<file path="src/ntft_ram.sv">
// generic single-write, single-read ram with registered read
`default_nettype none
module ntft_ram #(
   parameter int WIDTH = 8,
   parameter int DEPTH = 256
) (
   input  wire logic                     clock,
   input  wire logic                     we,
   input  wire logic [$clog2(DEPTH)-1:0] waddr,
   input  wire logic [WIDTH-1:0]         wdata,
   input  wire logic [$clog2(DEPTH)-1:0] raddr,
   output logic      [WIDTH-1:0]         rdata
);
   logic [WIDTH-1:0] mem [DEPTH];

   always_ff @(posedge clock) begin
      if (we) begin
         mem[waddr] <= wdata;
      end
      rdata <= mem[raddr];
   end
endmodule
`default_nettype wire

</file>
<file path="config.mk">
export PLATFORM = sky130hd
export DESIGN_NAME = ntft_ram
export DESIGN_NICKNAME = d
export VERILOG_FILES = /design/src/ntft_ram.sv
export SDC_FILE = /design/constraint.sdc
export NUM_CORES = 2
export LEC_CHECK = 0
export BUFFER_PORTS_ARGS = -buffer_cell sky130_fd_sc_hd__buf_2
export CORE_MARGIN = 4
export CORE_UTILIZATION = 30
export CTS_BUF_LIST = sky130_fd_sc_hd__clkbuf_16
export CTS_CLUSTER_SIZE = 20
export DETAILED_ROUTE_END_ITERATION = 12
export HOLD_SLACK_MARGIN = 0.15
export PLACE_DENSITY = 0.48
export SYNTH_ARGS = -nofsm -noshare
export SYNTH_HDL_FRONTEND = slang
export SYNTH_SLANG_ARGS = --single-unit
</file>
<file path="constraint.sdc">
create_clock -name clock -period 3.7 [get_ports clock]
set_clock_uncertainty 0.15 [all_clocks]
set_input_delay 0.185 -clock clock [delete_from_list [all_inputs] [get_ports clock]]
set_output_delay 0.185 -clock clock [all_outputs]
set_load 0.05 [all_outputs]
</file>
==> results.sh <==
export IMPL_cts_buffers=211
export IMPL_cp_max_fo=12
export IMPL_die_x_um=523.0
export IMPL_row_count=188
export IMPL_viasPerCell=5.053
export IMPL_grt_pass1_vias=40310
export IMPL_grt_ovfl_total=0
export IMPL_drt_drc_violations_left=0
export IMPL_post_dp_hpwl_um=140900
export IMPL_avgSynthCellArea_um2=21.31
export IMPL_core_area_mm2=0.2632
export IMPL_cts_resized=0
export IMPL_fin_crit_ns=3.525
export IMPL_wirelength_um=221900
export IMPL_antenna_found_initial=17
export IMPL_ys_seq_area_share_pct=77.50
export IMPL_setup_viol=0
export IMPL_die_y_um=523.0
export IMPL_syn_to_final_growth_pct=17.07
export IMPL_final_setup_tns_ns=0
export IMPL_wl_per_cell_um=28.30
export IMPL_start_util_pct=30.22
export IMPL_ys_types=55
export IMPL_cts_tree="done"
export IMPL_finalMaxSlewViolations=0
export IMPL_hold_buffers=20
export IMPL_clock_latency_ns=0.85
export IMPL_synth_area_mm2=0.07956
export IMPL_cts_setup_buffers=0
export IMPL_p_per_area_mw_per_mm2=527.5
export IMPL_rrSetupSlack_ns=0.64
export IMPL_path_clk_slew_ns=0.06
export IMPL_ys_warn_count=0
export IMPL_grt_usage_pct=16.01
export IMPL_setup_slack_ns=0.1747
export IMPL_vias=39630
export IMPL_numPortBuffers=33
export IMPL_status="finished, final reports clean"
export IMPL_worst_slew_pin_slew_ns=1.363
export IMPL_drive_gt1_share_pct=27.26
export IMPL_fin_nets=4170
export IMPL_drt_initial_drc_count=4115
export IMPL_hold_path_class="in2reg"
export IMPL_relSlewSlack_pct=8.265
export IMPL_ys_flop_type="edfxtp_1"
export IMPL_worstPathRequired_ns=4.27
export IMPL_dr_pass1_iters=5
export IMPL_vdd_drop_max_mv=0.5793
export IMPL_synthCells=3733
export IMPL_io_pin_count=34
export IMPL_cts_path_max_buffers=3
export IMPL_grt_max_degree=129
export IMPL_cts_sinks=2056
export IMPL_async_flop_share_pct=0
export IMPL_synth_edf_count=2048
export IMPL_maxCapViolations=0
export IMPL_post_route_period_util_pct=95.28
export IMPL_utilization_pct=35.38
export IMPL_start_kind="input pin"
export IMPL_ys_ff_latch=2056
export IMPL_drt_antenna_violating_nets=0
export IMPL_hold_viol=0
export IMPL_htree_levels=4
export IMPL_leakagePower_nw=29.11
export IMPL_critPathArrivalTime_ns=4.10
export IMPL_cts_root_buf="clkbuf_16"
export IMPL_die_area_mm2=0.2735
export IMPL_place_gp_congestion=0.8077
export IMPL_crit_type="in2reg"
export IMPL_pre_cts_ws_ns=-0.09993
export IMPL_grt_pass1_wl_um=313500
export IMPL_syn_num_nets=3759
export IMPL_endpoint_kind="flop"
export IMPL_rsz0062_at_grt="false"
export IMPL_clock_fmax_mhz=283.7
==> stage by stage <==
stage | cell area (um2) | instances | power (W) | hold slack, ns
finish | 93130 | 7843 | 0.04913 | 0.2394
global route | 93120 | 7838 | 0.05078 | 0.2122
CTS | 93120 | 7837 | 0.04965 | 0.1988
detailed placement | 86180 | 7426 | 0.02886 | 0.5091
global placement | 86170 | 7426 | 0.02885 | 0.5047
floorplan | 79560 | 3733 | 0.02749 | 0.1339
==> worst max-delay path: stages <==
cell and delay, ns:
dlygate4sd3_1 0.66, buf_2 0.45, buf_4 0.36, nand2b_1 0.69, a211oi_1 0.11, a311oi_1 0.32, o221ai_1 0.24, a211oi_1 0.76
buf_4 0.23, nor4_1 0.04
==> flip-flops by register name (all words and copies together), names as in the netlist <==
| register | flops |
|---|---|
| mem | 2048 |
| rdata | 8 |
==> area by class of cell <==
| type | instances | area [um2] |
|---|---|---|
| Multi-Input combinational cell | 1442 | 16520 |
| Inverter | 2 | 7.507 |
| Fill cell | 24350 | 170100 |
| Antenna cell | 6 | 15.01 |
| Timing Repair Buffer | 431 | 3796 |
| Sequential cell | 2056 | 61660 |
| Tap cell | 3515 | 4398 |
| Clock buffer | 215 | 5380 |
| Clock inverter | 176 | 1360 |
==> cell families after synthesis <==
group	count (synthesis)	synth area share (%)
compound gates	385	3.419
buf+inv	235	1.831
flops	2056	77.50
mux	591	14.62
simple gates	466	2.628
==> power breakdown <==
part | leakage, nW | internal (W) | switching (W) | total, W
logic | 7.14 | 0.000917 | 0.00170 | 0.00262
registers | 18.5 | 0.0257 | 0.0000568 | 0.0257
clock network | 3.50 | 0.0117 | 0.00908 | 0.0208
total | 29.1 | 0.0383 | 0.0108 | 0.0491
==> synth_stat cells (6+ instances only) <==
cell type,number,area (um2)
nor2b_1,31,193.9
a211oi_1,16,120.1
nand2b_1,8,50.05
nand2_1,33,123.9
buf_8,13,195.2
nand4_1,10,62.56
clkbuf_1,111,416.7
buf_2,31,155.2
nor4_1,24,150.1
o22ai_1,28,175.2
mux2i_1,134,1341
a221oi_1,13,113.9
and2_1,6,37.54
a21oi_1,96,480.5
buf_4,27,202.7
nand3_1,34,170.2
edfxtp_1,2048,61500
a22o_1,8,70.07
a22oi_1,133,998.5
mux4_2,454,10220
nor3_1,22,110.1
buf_1,22,82.58
nor2_1,282,1059
o211ai_1,10,75.07
o21ai_0,10,50.05
buf_12,8,160.2
o221ai_1,46,402.9
dfxtp_1,8,160.2
buf_6,21,236.5
==> layout by cell type (no fill, tap or decap), types with 5 or more instances in the layout <==
cell type and instances:
a221oi_1 13, diode_2 6, buf_8 10, nand4_1 10
nor2b_1 28, nor4_1 23, nor2_1 279, o21ai_0 10
inv_1 53, nand2_1 33, dfxtp_1 8, nor3_1 22
mux2i_1 134, a211oi_1 16, clkinv_1 53, edfxtp_1 2048
o22ai_1 28, clkinv_2 38, mux4_2 454, clkbuf_16 215
o221ai_1 46, o22a_1 5, bufinv_16 17, dlygate4sd3_1 20
a22o_1 8, buf_12 39, nand2b_1 8, and2_1 5
a22oi_1 133, buf_4 341, a21oi_1 96, o211ai_1 10
nand3_1 30, buf_2 21
==> metal layers <==
metal,track usage (%),vias up,wire [um]
met5,0,-,40
met4,3.950,6,5254
met3,2.751,285,12450
met2,25.90,1191,107000
met1,22.52,21590,97150
li1,-,16550,-
==> worst paths after layout <==
check             cells past startpoint                   from              endpoint
setup / recovery                     10               raddr[4]      rdata[5]$_DFF_P_
hold / removal                        2               wdata[7]  mem[46][7]$_DFFE_PP_
setup reg to reg                      7   mem[16][5]$_DFFE_PP_      rdata[5]$_DFF_P_
hold reg to reg                       7  mem[107][7]$_DFFE_PP_      rdata[7]$_DFF_P_
Note: power is estimated with default switching activity, not from simulation.
